[src/rtl/ggk_pkg.sv]
package ggk_pkg;

  localparam int unsigned WordW = 32;
  localparam int unsigned RegW  = 64;
  localparam int unsigned Rows  = 8;
  localparam int unsigned RoundCntW = 5;

  localparam logic [WordW-1:0] GammaC1 = 32'd16843009;
  localparam logic [WordW-1:0] GammaC2 = 32'd16843012;
  localparam int unsigned RotLeft = 11;

  typedef enum logic [1:0] {
    OP_CRYPT   = 2'd0,
    OP_LOAD    = 2'd1,
    OP_RESTART = 2'd2,
    OP_NONE    = 2'd3
  } ggk_op_t;

  typedef enum logic [2:0] {
    REG_KEY01 = 3'd0,
    REG_KEY23 = 3'd1,
    REG_KEY45 = 3'd2,
    REG_KEY67 = 3'd3,
    REG_IV    = 3'd4
  } ggk_reg_t;

  typedef enum logic [1:0] {
    ST_IDLE,
    ST_ROUND,
    ST_SWAP
  } ggk_state_t;

  // controls from the sequencer to the round datapath
  typedef struct packed {
    logic             load_iv;
    logic             advance;
    logic             round;
    logic             swap;
    logic [WordW-1:0] key_word;
    logic [RegW-1:0]  iv;
  } ggk_ctrl_t;

endpackage

[src/rtl/ggk_core.sv]
module ggk_core (
  input  logic                                     clk,
  input  logic                                     rst_n,
  input  ggk_pkg::ggk_ctrl_t                       ctrl,
  input  logic [ggk_pkg::Rows-1:0][ggk_pkg::RegW-1:0] sbox_rows,
  output logic [ggk_pkg::WordW-1:0]                n1,
  output logic [ggk_pkg::WordW-1:0]                n2
);
  import ggk_pkg::*;

  logic [WordW-1:0] n1_r, n1_nxt;
  logic [WordW-1:0] n2_r, n2_nxt;
  logic [WordW-1:0] kw_sum;
  logic [WordW-1:0] sub;
  logic [WordW-1:0] rot;
  logic [WordW-1:0] round_out;
  logic [WordW:0]   n2_sum;
  logic [WordW-1:0] n2_adv;

  // one GOST round: key add, S-box layer, rotate, xor
  always_comb begin
    kw_sum = ctrl.key_word + n1_r;
    for (int i = 0; i < Rows; i++) begin
      sub[4*i +: 4] = sbox_rows[i][{kw_sum[4*i +: 4], 2'b00} +: 4];
    end
    rot       = {sub[WordW-RotLeft-1:0], sub[WordW-1:WordW-RotLeft]};
    round_out = rot ^ n2_r;
  end

  // N2 + C2 mod (2^32 - 1), kept in 1..2^32-1
  always_comb begin
    n2_sum = {1'b0, n2_r} + {1'b0, GammaC2};
    n2_adv = n2_sum[WordW] ? (n2_sum[WordW-1:0] + 32'd1) : n2_sum[WordW-1:0];
  end

  always_comb begin
    n1_nxt = n1_r;
    n2_nxt = n2_r;
    priority if (ctrl.load_iv) begin
      n1_nxt = ctrl.iv[WordW-1:0];
      n2_nxt = ctrl.iv[RegW-1:WordW];
    end else if (ctrl.advance) begin
      n1_nxt = n1_r + GammaC1;
      n2_nxt = n2_adv;
    end else if (ctrl.round) begin
      n1_nxt = round_out;
      n2_nxt = n1_r;
    end else if (ctrl.swap) begin
      n1_nxt = n2_r;
      n2_nxt = n1_r;
    end
  end

  always_ff @(posedge clk) begin
    if (!rst_n) begin
      n1_r <= '0;
      n2_r <= '0;
    end else begin
      n1_r <= n1_nxt;
      n2_r <= n2_nxt;
    end
  end

  assign n1 = n1_r;
  assign n2 = n2_r;

endmodule

[src/rtl/gost_gamma_keystream_xor_unit.sv]
// Channel | Dir | Handshake            | Payload
// in_     | in  | in_tvalid/in_tready  | in_tuser: operation; in_tdata: byte, row, row value
// out_    | out | out_tvalid/out_tready| out_tdata: out_byte
// cfg_    | in  | cfg_we               | cfg_index, cfg_data
//
// Crypt at byte positions 1..7, S-box loads and unused codes run no rounds.
// Restart and the crypt that opens a block run 32 rounds on one shared round
// unit, then a swap step that exchanges N1 and N2.
// Reset clears the counter, byte position and registers; S-box rows are not reset.
// in_tready is low while rounds and the swap run, and also while a result waits and out_tready is low.
module gost_gamma_keystream_xor_unit (
  input  logic        clk,
  input  logic        rst_n,
  input  logic        in_tvalid,
  output logic        in_tready,
  input  logic [79:0] in_tdata,   // data_byte[7:0], sbox_row[10:8], sbox_row_value[74:11]
  input  logic [1:0]  in_tuser,   // operation[1:0]
  output logic        out_tvalid,
  input  logic        out_tready,
  output logic [7:0]  out_tdata,  // out_byte[7:0]
  input  logic        cfg_we,
  input  logic [2:0]  cfg_index,
  input  logic [63:0] cfg_data
);
  import ggk_pkg::*;

  logic [RegW-1:0] key01_r, key23_r, key45_r, key67_r, iv_r;
  logic [Rows-1:0][RegW-1:0] sbox_r;

  ggk_state_t state_r, state_nxt;
  logic [RoundCntW-1:0] rnd_r, rnd_nxt;
  logic [2:0]  pos_r, pos_nxt;
  logic        pend_crypt_r, pend_crypt_nxt;
  logic [7:0]  pend_byte_r, pend_byte_nxt;
  logic        out_valid_r, out_valid_nxt;
  logic [7:0]  out_data_r, out_data_nxt;

  ggk_op_t     op;
  logic        in_fire;
  logic [7:0]  in_byte;
  logic [2:0]  in_row;
  logic [RegW-1:0] in_row_val;
  logic [2:0]  key_idx;
  logic [RegW-1:0] key_pair;
  logic [WordW-1:0] n1, n2, half;
  ggk_ctrl_t   ctrl;

  assign op         = ggk_op_t'(in_tuser);
  assign in_byte    = in_tdata[7:0];
  assign in_row     = in_tdata[10:8];
  assign in_row_val = in_tdata[74:11];
  assign in_tready  = (state_r == ST_IDLE) && (!out_valid_r || out_tready);
  assign in_fire    = in_tvalid && in_tready;

  always_ff @(posedge clk) begin
    if (!rst_n) begin
      key01_r <= '0;
      key23_r <= '0;
      key45_r <= '0;
      key67_r <= '0;
      iv_r    <= '0;
    end else if (cfg_we) begin
      unique case (cfg_index)
        REG_KEY01: key01_r <= cfg_data;
        REG_KEY23: key23_r <= cfg_data;
        REG_KEY45: key45_r <= cfg_data;
        REG_KEY67: key67_r <= cfg_data;
        REG_IV:    iv_r    <= cfg_data;
        default: ;
      endcase
    end
  end

  always_ff @(posedge clk) begin
    if (in_fire && op == OP_LOAD) begin
      sbox_r[in_row] <= in_row_val;
    end
  end

  // key schedule: words 0..7 three times, then 7..0
  always_comb begin
    key_idx = (rnd_r[4:3] == 2'b11) ? ~rnd_r[2:0] : rnd_r[2:0];
    unique case (key_idx[2:1])
      2'd0: key_pair = key01_r;
      2'd1: key_pair = key23_r;
      2'd2: key_pair = key45_r;
      default: key_pair = key67_r;
    endcase
  end

  always_comb begin
    half = pos_r[2] ? n2 : n1;
  end

  // next state
  always_comb begin
    state_nxt = state_r;
    unique case (state_r)
      ST_IDLE: begin
        if (in_fire && (op == OP_RESTART || (op == OP_CRYPT && pos_r == 3'd0))) begin
          state_nxt = ST_ROUND;
        end
      end
      ST_ROUND: if (&rnd_r) state_nxt = ST_SWAP;
      ST_SWAP:  state_nxt = ST_IDLE;
      default:  state_nxt = ST_IDLE;
    endcase
  end

  // datapath controls and outputs
  always_comb begin
    ctrl           = '0;
    ctrl.iv        = iv_r;
    ctrl.key_word  = key_idx[0] ? key_pair[RegW-1:WordW] : key_pair[WordW-1:0];
    rnd_nxt        = rnd_r;
    pos_nxt        = pos_r;
    pend_crypt_nxt = pend_crypt_r;
    pend_byte_nxt  = pend_byte_r;
    out_valid_nxt  = out_valid_r && !out_tready;
    out_data_nxt   = out_data_r;
    unique case (state_r)
      ST_IDLE: begin
        rnd_nxt = '0;
        if (in_fire) begin
          unique case (op)
            OP_RESTART: begin
              ctrl.load_iv   = 1'b1;
              pos_nxt        = 3'd0;
              pend_crypt_nxt = 1'b0;
            end
            OP_CRYPT: begin
              pos_nxt = pos_r + 3'd1;
              if (pos_r == 3'd0) begin
                ctrl.advance   = 1'b1;
                pend_crypt_nxt = 1'b1;
                pend_byte_nxt  = in_byte;
              end else begin
                out_valid_nxt = 1'b1;
                out_data_nxt  = in_byte ^ half[{pos_r[1:0], 3'b000} +: 8];
              end
            end
            OP_LOAD: ;
            OP_NONE: ;
            default: ;
          endcase
        end
      end
      ST_ROUND: begin
        ctrl.round = 1'b1;
        rnd_nxt    = rnd_r + 5'd1;
      end
      ST_SWAP: begin
        ctrl.swap = 1'b1;
        if (pend_crypt_r) begin
          // byte 0 of the new block is the low byte of N2 before the swap
          out_valid_nxt = 1'b1;
          out_data_nxt  = pend_byte_r ^ n2[7:0];
        end
        pend_crypt_nxt = 1'b0;
      end
      default: ;
    endcase
  end

  always_ff @(posedge clk) begin
    if (!rst_n) begin
      state_r      <= ST_IDLE;
      rnd_r        <= '0;
      pos_r        <= '0;
      pend_crypt_r <= 1'b0;
      out_valid_r  <= 1'b0;
    end else begin
      state_r      <= state_nxt;
      rnd_r        <= rnd_nxt;
      pos_r        <= pos_nxt;
      pend_crypt_r <= pend_crypt_nxt;
      out_valid_r  <= out_valid_nxt;
    end
  end

  always_ff @(posedge clk) begin
    pend_byte_r <= pend_byte_nxt;
    out_data_r  <= out_data_nxt;
  end

  ggk_core u_core (
    .clk       (clk),
    .rst_n     (rst_n),
    .ctrl      (ctrl),
    .sbox_rows (sbox_r),
    .n1        (n1),
    .n2        (n2)
  );

  assign out_tvalid = out_valid_r;
  assign out_tdata  = out_data_r;

  a_no_out_in_rounds: assert property (@(posedge clk) disable iff (!rst_n)
    (state_r == ST_ROUND) |-> !out_valid_r)
    else $error("result pending while rounds run");

  a_restart_starts: assert property (@(posedge clk) disable iff (!rst_n)
    (in_fire && op == OP_RESTART) |=> (state_r == ST_ROUND && rnd_r == '0))
    else $error("restart did not start round sequence");

  a_swap_after_last: assert property (@(posedge clk) disable iff (!rst_n)
    (state_r == ST_ROUND && (&rnd_r)) |=> (state_r == ST_SWAP))
    else $error("swap did not follow last round");

  a_mid_block_out: assert property (@(posedge clk) disable iff (!rst_n)
    (in_fire && op == OP_CRYPT && pos_r != 3'd0) |=> (out_valid_r && state_r == ST_IDLE))
    else $error("mid-block crypt gave no result");

endmodule

[config.mk]
export PLATFORM = sky130hd
export DESIGN_NAME = gost_gamma_keystream_xor_unit
export DESIGN_NICKNAME = d
export VERILOG_FILES = /design/src/rtl/ggk_pkg.sv /design/src/rtl/ggk_core.sv /design/src/rtl/gost_gamma_keystream_xor_unit.sv
export SDC_FILE = /design/constraint.sdc
export NUM_CORES = 2
export LEC_CHECK = 0
export BUFFER_PORTS_ARGS = -buffer_cell sky130_fd_sc_hd__buf_2
export CORE_UTILIZATION = 45
export CTS_CLUSTER_DIAMETER = 40
export DETAILED_ROUTE_END_ITERATION = 10
export HOLD_SLACK_MARGIN = 0.06
export PLACE_DENSITY = 0.71
export RECOVER_POWER = 25
export SYNTH_ARGS = -nofsm -noshare
export SYNTH_HDL_FRONTEND = slang
export SYNTH_SLANG_ARGS = --single-unit
[constraint.sdc]
create_clock -name clk -period 10.8 [get_ports clk]
set_clock_uncertainty 0.1 [all_clocks]
set_input_delay 0.54 -clock clk [delete_from_list [all_inputs] [get_ports clk]]
set_output_delay 0.54 -clock clk [all_outputs]
set_load 0.03 [all_outputs]
Yosys cells after proc, flatten, opt, wreduce, memory -nomap -nowiden
Index checks and enable logic that the tools add are counted.
{"block": "classes", "reduce_logical": 31, "n_shift": 9, "bitwise_logic": 4, "order_cmp": 2, "muxes": 42, "addsub": 6, "eq_ne": 19}
{"operator": "bitwise mux 512 bit", "count": 1}
{"operator": "variable part select 64 x 7 -> 4 bit", "count": 8}
{"operator": "two-way mux 32 bit", "count": 11}
{"operator": "demux 64 bit (select 3 bit)", "count": 1}
{"operator": "case mux 64 bit (3 select lines)", "count": 1}
{"operator": "two-way mux 64 bit", "count": 1}
{"operator": "adder 32 x 25 -> 33 bit (second input constant)", "count": 1}
{"operator": "adder 32 x 1 -> 32 bit (second input constant)", "count": 1}
{"operator": "adder 32 x 25 -> 32 bit (second input constant)", "count": 1}
{"operator": "adder 32 bit", "count": 1}
{"operator": "two-way mux 8 bit", "count": 4}
{"operator": "variable part select 32 x 6 -> 8 bit", "count": 1}
{"operator": "XOR 32 bit", "count": 1}
{"operator": "case mux 8 bit (2 select lines)", "count": 1}
{"operator": "XOR 8 bit", "count": 2}
{"operator": "AND reduction 2 bit", "count": 6}
{"operator": "two-way mux 1 bit", "count": 11}
{"operator": "case mux 5 bit (2 select lines)", "count": 1}
{"operator": "AND reduction 5 bit", "count": 2}
{"operator": "equality test 2 bit (second input constant)", "count": 4}
{"operator": "two-way mux 2 bit", "count": 4}
{"operator": "inequality test 2 bit (second input constant)", "count": 4}
{"operator": "AND reduction 4 bit", "count": 2}
{"operator": "logical AND 1 bit", "count": 7}
{"operator": "other kinds (23)", "count": 36}
{"block": "totals", "out_inout_bits": 10, "wordCells": 135, "inputBits": 154, "ff_bits": 924}

Logic depth before layout (Yosys ltp)
{"block": "logic_depth", "word_depth": 11, "depth_mapped": 21, "ltp_nobuf": 18}

Cells and area by module
From an unflattened synthesis, not the netlist that was laid out.
{"block": "hier_totals", "hier_cells": 3727, "hier_area_um2": 42264.3}
{"module": "gost_gamma_keystream_xor_unit", "cells_each": 2371, "n_inst": 1, "area_per_inst_um2": 30749.5}
{"module": "ggk_core", "cells_each": 1356, "n_inst": 1, "area_per_inst_um2": 11514.8}

Least setup slack after synthesis
Ideal clock, no wire load.
{"block": "synth_timing", "path_type": "in2reg", "from": "input port out_tready", "to": "register sbox_r[0] (netlist bit), enable pin", "setup_slack_ns": 4.574, "required_ns": 10.135, "cell_stages": 5, "setup_ns": 0.565, "path_buffers": 0, "t_arrival_ns": 5.560, "cell_sequence": "nand2b_1 > nand3_1 > nor3b_1 > nand2b_1 > nor3_1"}
{"block": "synth_via", "elab_chain_cells": 4}
{"item": "start: declaration", "line": "gost_gamma_keystream_xor_unit.sv:19", "source": "input logic out_tready,"}
{"item": "logical OR 1 bit", "line": "gost_gamma_keystream_xor_unit.sv:52", "source": "assign in_tready = (state_r == ST_IDLE) && (!out_valid_r || out_tready);"}
{"item": "logical AND 1 bit", "line": "gost_gamma_keystream_xor_unit.sv:52"}
{"item": "logical AND 1 bit", "line": "gost_gamma_keystream_xor_unit.sv:53", "source": "assign in_fire = in_tvalid && in_tready;"}
{"item": "logical AND 1 bit", "line": "gost_gamma_keystream_xor_unit.sv:75", "source": "if (in_fire && op == OP_LOAD) begin"}
{"item": "end signal: indexed assignment", "line": "gost_gamma_keystream_xor_unit.sv:76", "source": "sbox_r[in_row] <= in_row_val;"}
{"item": "end: declaration", "line": "gost_gamma_keystream_xor_unit.sv:28", "source": "logic [Rows-1:0][RegW-1:0] sbox_r;"}
Every way passes these cells.
A chain may end at the register's enable or synchronous reset.

Worst setup path after layout
{"block": "layout_timing", "from": "register rnd_r[3]", "to": "register u_core.n1_r[26] (netlist: u_core.n1[26])"}
{"block": "layout_via", "elab_chain_cells": 11, "elab_cells_between_ends": 13}
{"item": "start: declaration", "line": "gost_gamma_keystream_xor_unit.sv:31", "source": "logic [RoundCntW-1:0] rnd_r, rnd_nxt;"}
{"item": "start signal: assignment", "line": "gost_gamma_keystream_xor_unit.sv:174", "source": "rnd_r <= rnd_nxt;"}
{"item": "equality test 2 bit (*)", "line": "gost_gamma_keystream_xor_unit.sv:82", "source": "key_idx = (rnd_r[4:3] == 2'b11) ? ~rnd_r[2:0] : rnd_r[2:0];"}
{"item": "two-way mux 3 bit (*)", "line": "gost_gamma_keystream_xor_unit.sv:82"}
{"item": "equality test 2 bit (tied with other cells)", "line": "gost_gamma_keystream_xor_unit.sv:83", "source": "unique case (key_idx[2:1])"}
{"item": "case mux 64 bit (3 select lines)", "line": "gost_gamma_keystream_xor_unit.sv:83"}
{"item": "two-way mux 32 bit (*)", "line": "gost_gamma_keystream_xor_unit.sv:114", "source": "ctrl.key_word = key_idx[0] ? key_pair[RegW-1:WordW] : key_pair[WordW-1:0];"}
{"item": "adder 32 bit (*)", "line": "ggk_core.sv:22", "source": "kw_sum = ctrl.key_word + n1_r;"}
{"item": "variable part select 64 x 7 -> 4 bit (*)", "line": "ggk_core.sv:24", "source": "sub[4*i +: 4] = sbox_rows[i][{kw_sum[4*i +: 4], 2'b00} +: 4];"}
{"item": "XOR 32 bit (*)", "line": "ggk_core.sv:27", "source": "round_out = rot ^ n2_r;"}
{"item": "two-way mux 32 bit (*)", "line": "ggk_core.sv:45", "source": "end else if (ctrl.round) begin"}
{"item": "two-way mux 32 bit (*)", "line": "ggk_core.sv:42", "source": "end else if (ctrl.advance) begin"}
{"item": "two-way mux 32 bit (*)", "line": "ggk_core.sv:39", "source": "priority if (ctrl.load_iv) begin"}
{"item": "end signal: assignment", "line": "ggk_core.sv:59", "source": "n1_r <= n1_nxt;"}
{"item": "end: declaration", "line": "ggk_core.sv:11", "source": "logic [WordW-1:0] n1_r, n1_nxt;"}
Every way passes the cells marked *; elsewhere a longest branch is shown, timed or not.

==> flow_metrics.env <==
export IMPL_cts_root_buf="clkbuf_16"
export IMPL_pwr_density_cell_mw_per_mm2=185
export IMPL_die_y_um=305
export IMPL_max_freq_ghz=0.143
export IMPL_vias=30607
export IMPL_yosys_area_top_type_share_pct=38.3
export IMPL_crit_required_ps=11350
export IMPL_setup_viol=0
export IMPL_wl_per_cell_um=25.5
export IMPL_synth_cell_types=91
export IMPL_design_area_mm2=0.0487
export IMPL_cp_cell_sequence="nand2_1, xor2_4, buf_4, mux4_2, mux2_2, ha_1, fa_2, a21oi_1, o211ai_2, a21boi_4, a22oi_4, xor2_4, mux4_2, mux2_2, o211ai_1, xnor2_1, a21oi_1, o21ai_1"
export IMPL_dieArea_mm2=0.0933
export IMPL_vdd_drop_max_v=0.000156
export IMPL_p_leak_uw=0.0164
export IMPL_dp_hpwl_um=80200
export IMPL_slew_viol_final=0
export IMPL_cpPeakStageDelay_ps=940
export IMPL_cp_start_kind="flip-flop"
export IMPL_post_cts_buffers=0
export IMPL_crit_family="multiplexers"
export IMPL_crit_fanout=43
export IMPL_routed_wl_um=128000
export IMPL_cts_sinks=924
export IMPL_worstRegToRegCells=18
export IMPL_r2r_start="rnd_r[3]"
export IMPL_grt_busiest_layer="met2"
export IMPL_antenna_found_initial=6
export IMPL_met2_usage_pct=43.9
export IMPL_cp_num_buf_inv=1
export IMPL_drt_pass1_iter_count=8
export IMPL_yosys_area_top_type="edfxtp_1"
export IMPL_ys_ff_latch=924
export IMPL_crit_arrival_ps=7530
export IMPL_drive_gt1_share_pct=17.9
export IMPL_grt_pass1_wl_um=189000
export IMPL_hold_path_end="out_tvalid"
export IMPL_total_power_uw=9030
export IMPL_r2r_end="u_core.n1[26]"
export IMPL_layout_area_overhead_vs_synth_pct=17.6
export IMPL_port_buffers=158
export IMPL_netlist_instances=3539
export IMPL_rows=110
export IMPL_hp_class="in2reg"
export IMPL_clock_latency_ps=720
export IMPL_syn_nets=3737
export IMPL_vias_per_cell=6.07
export IMPL_synth_edff_count=528
export IMPL_ioPinCount=164
export IMPL_cts_buffers=118
export IMPL_grt_max_degree=187
export IMPL_tritoncts="yes"
export IMPL_r2r_slack_ps=3820
export IMPL_dpl_cell_area_mm2=0.0434
export IMPL_hold_start="out_tready"
export IMPL_worstHoldPathCells=3
export IMPL_setup_ws_ps=3820
export IMPL_max_slew_margin_pct=21.5
export IMPL_crit_type="reg2reg"
export IMPL_grtUsageMet1_pct=36.0
export IMPL_nFillCells=7484
export IMPL_end_kind="flip-flop"
export IMPL_final_setup_tns_ps=0
export IMPL_timing_hold_violations_final=0
export IMPL_fin_crit_sh_pct=64.6
export IMPL_place_congestion=0.958
export IMPL_clk_pin_slew_ps=60
export IMPL_drv_cap=0
export IMPL_met3_usage_pct=5.26
export IMPL_core_area_mm2=0.0906
export IMPL_status="completed"
export IMPL_dp_slack_ps=3940
export IMPL_period_minus_slack_ps=6980
export IMPL_nets=3963
export IMPL_clockBufferDepth=3
export IMPL_drt_first_iter_violations=3607
export IMPL_grt_pass1_vias=29217
export IMPL_initial_utilization_pct=45.7
export IMPL_grt_ovfl_total=0
export IMPL_syn_avg_cell_area_um2=11.7
export IMPL_synth_area_top_cells="edfxtp_1, dfxtp_1, mux4_2"
export IMPL_rsz0062_at_grt="no"
export IMPL_tightest_slew_ps=1180
export IMPL_hold_worst_slack_ps=106
export IMPL_synth_flop_cell="edfxtp_1"
export IMPL_synth_seq_area_share_pct=57.4
export IMPL_fp_dieW_um=305
export IMPL_netlist_area_mm2=0.0414
export IMPL_htree_levels=3
export IMPL_async_reset_ff_share_pct=0
export IMPL_drtAntennaViolNets=0
export IMPL_yosysWarningCount=0
export IMPL_slowest_stage="xor2_4"
export IMPL_drc_errors=0
export IMPL_grt_total_usage_pct=27.2
-- final cells by class --
class                   count  area, um^2  share of cell area, %
flip-flops and latches    924       23800                   48.8
inverters                  32         128                  0.262
repair buffers            331        2330                   4.77
multi-input cells        2358       16900                   34.6
well taps                1176        1470                   3.02
clock inverters            86        1100                   2.27
clock buffers             133        3050                   6.26
diodes                      3        7.51                 0.0154
-- layer usage --
layer / part of all wire (%) / wire (um) / up-vias
li1: - / - / 13468
met5: 0.021 / 27 / -
met3: 10 / 13200 / 295
met2: 47 / 60600 / 1802
met1: 38 / 49100 / 15038
met4: 4.3 / 5560 / 4
-- kinds of logic (layout without fill, tap and decap cells) --
group                      after synthesis  in the layout  synth area share (%)
AOI/OAI and AO/OA                      772            772                  11.0
adders and majority gates               44             44                  1.35
xor gates and xnor gates               117            117                  2.66
and+or+nand+nor                       1089           1089                  11.0
DFF                                    924            924                  57.4
buffers and inverters                  257            582                  2.52
muxes                                  336            336                  14.1
other                                    0              3                     0
-- where the power goes --
part           leakage, uW  internal (uW)  switching, uW  total, uW
combinational      0.00640            398            628       1030
sequential         0.00797           3790            112       3900
clock              0.00201           2460           1650       4100
-- placed cells by master, fill, tap and decap left out, types with 9 or more instances in the layout --
cell type,synthesis,final
nand2_1,783,782
nand4_1,19,19
buf_4,6,54
inv_1,30,29
dfxtp_1,396,396
a21o_1,15,15
nor3_1,15,13
a21oi_1,436,436
a221oi_1,12,12
clkinv_4,0,13
a22oi_1,10,10
buf_2,16,101
nand3_1,41,39
nor2_1,118,110
nand2b_1,16,16
dlygate4sd3_1,0,118
ha_1,43,43
clkinvlp_4,0,9
a211oi_1,13,13
inv_8,0,9
bufinv_16,0,16
mux4_2,190,190
clkinv_1,0,9
o211ai_1,33,33
clkbuf_16,0,118
a31oi_1,30,30
mux2i_1,79,79
xnor2_1,61,54
edfxtp_1,528,528
xor2_1,49,45
o21ai_0,127,127
and3_1,23,21
nor2b_1,10,10
o22ai_1,11,11
clkbuf_1,187,68
clkinv_2,0,16
mux2_2,64,64
-- timing repair --
action	in CTS	in global routing
gates resized for setup	0	0
endpoints found under the hold margin	604	8
hold buffers	117	1
-- synthesized netlist by cell type (all sizes together), types with 5 or more instances --
cell and n:
o211ai 35, a221oi 13, o21bai 5, clkbuf 187, nor2b 10, a21o 15
a211oi 14, nor3 17, nor2 118, a22oi 11, or2 9, edfxtp 528
o221ai 5, inv 32, a21oi 443, nor4 6, dfxtp 396, or3 8
a31oi 36, nand2b 16, nand3 41, nand4 19, xnor2 65, mux2i 79
o31ai 10, buf 38, nand3b 7, ha 43, nand2 783, mux2 67
and2 9, nor3b 8, xor2 52, and3 23, o21ai 135, mux4 190
o22ai 11
-- tightest hold or removal path, delay by kind of cell --
family	cells	cell delay (ps)
AOI/OAI and AO/OA	1	90
buffers and inverters	1	70
and+or+nand+nor	1	160
-- metrics by stage --
stage                     instances  utilization, %
after floorplan                3539               -
after global placement         4703            48.0
after detailed placement       4703            48.0
after CTS                      5039            53.9
after global routing           5042            53.8
final                          5043            53.8
-- worst max path at each step --
stage,slack [ps],startpoint,cells after the start,to
2_1_floorplan,4570,out_tready,5,sbox_r[0]
3_3_place_gp,3960,rnd_r[3],18,u_core.n1[7]
3_5_place_dp,3940,rnd_r[3],18,u_core.n1[7]
4_1_cts,3900,rnd_r[3],18,u_core.n1[26]
5_1_grt,3450,rnd_r[3],18,u_core.n1[26]
6_report,3820,rnd_r[3],18,u_core.n1[26]
-- sequential cells by signal, indices dropped and copies added (netlist names), 2 cells and up --
register,flops
key45_r,64
u_core.n1,32
sbox_r,512
pos_r,3
key01_r,64
rnd_r,5
u_core.n2,32
state_r,2
key23_r,64
out_tdata,8
iv_r,64
key67_r,64
pend_byte_r,8
(Power assumes the default switching activity.)
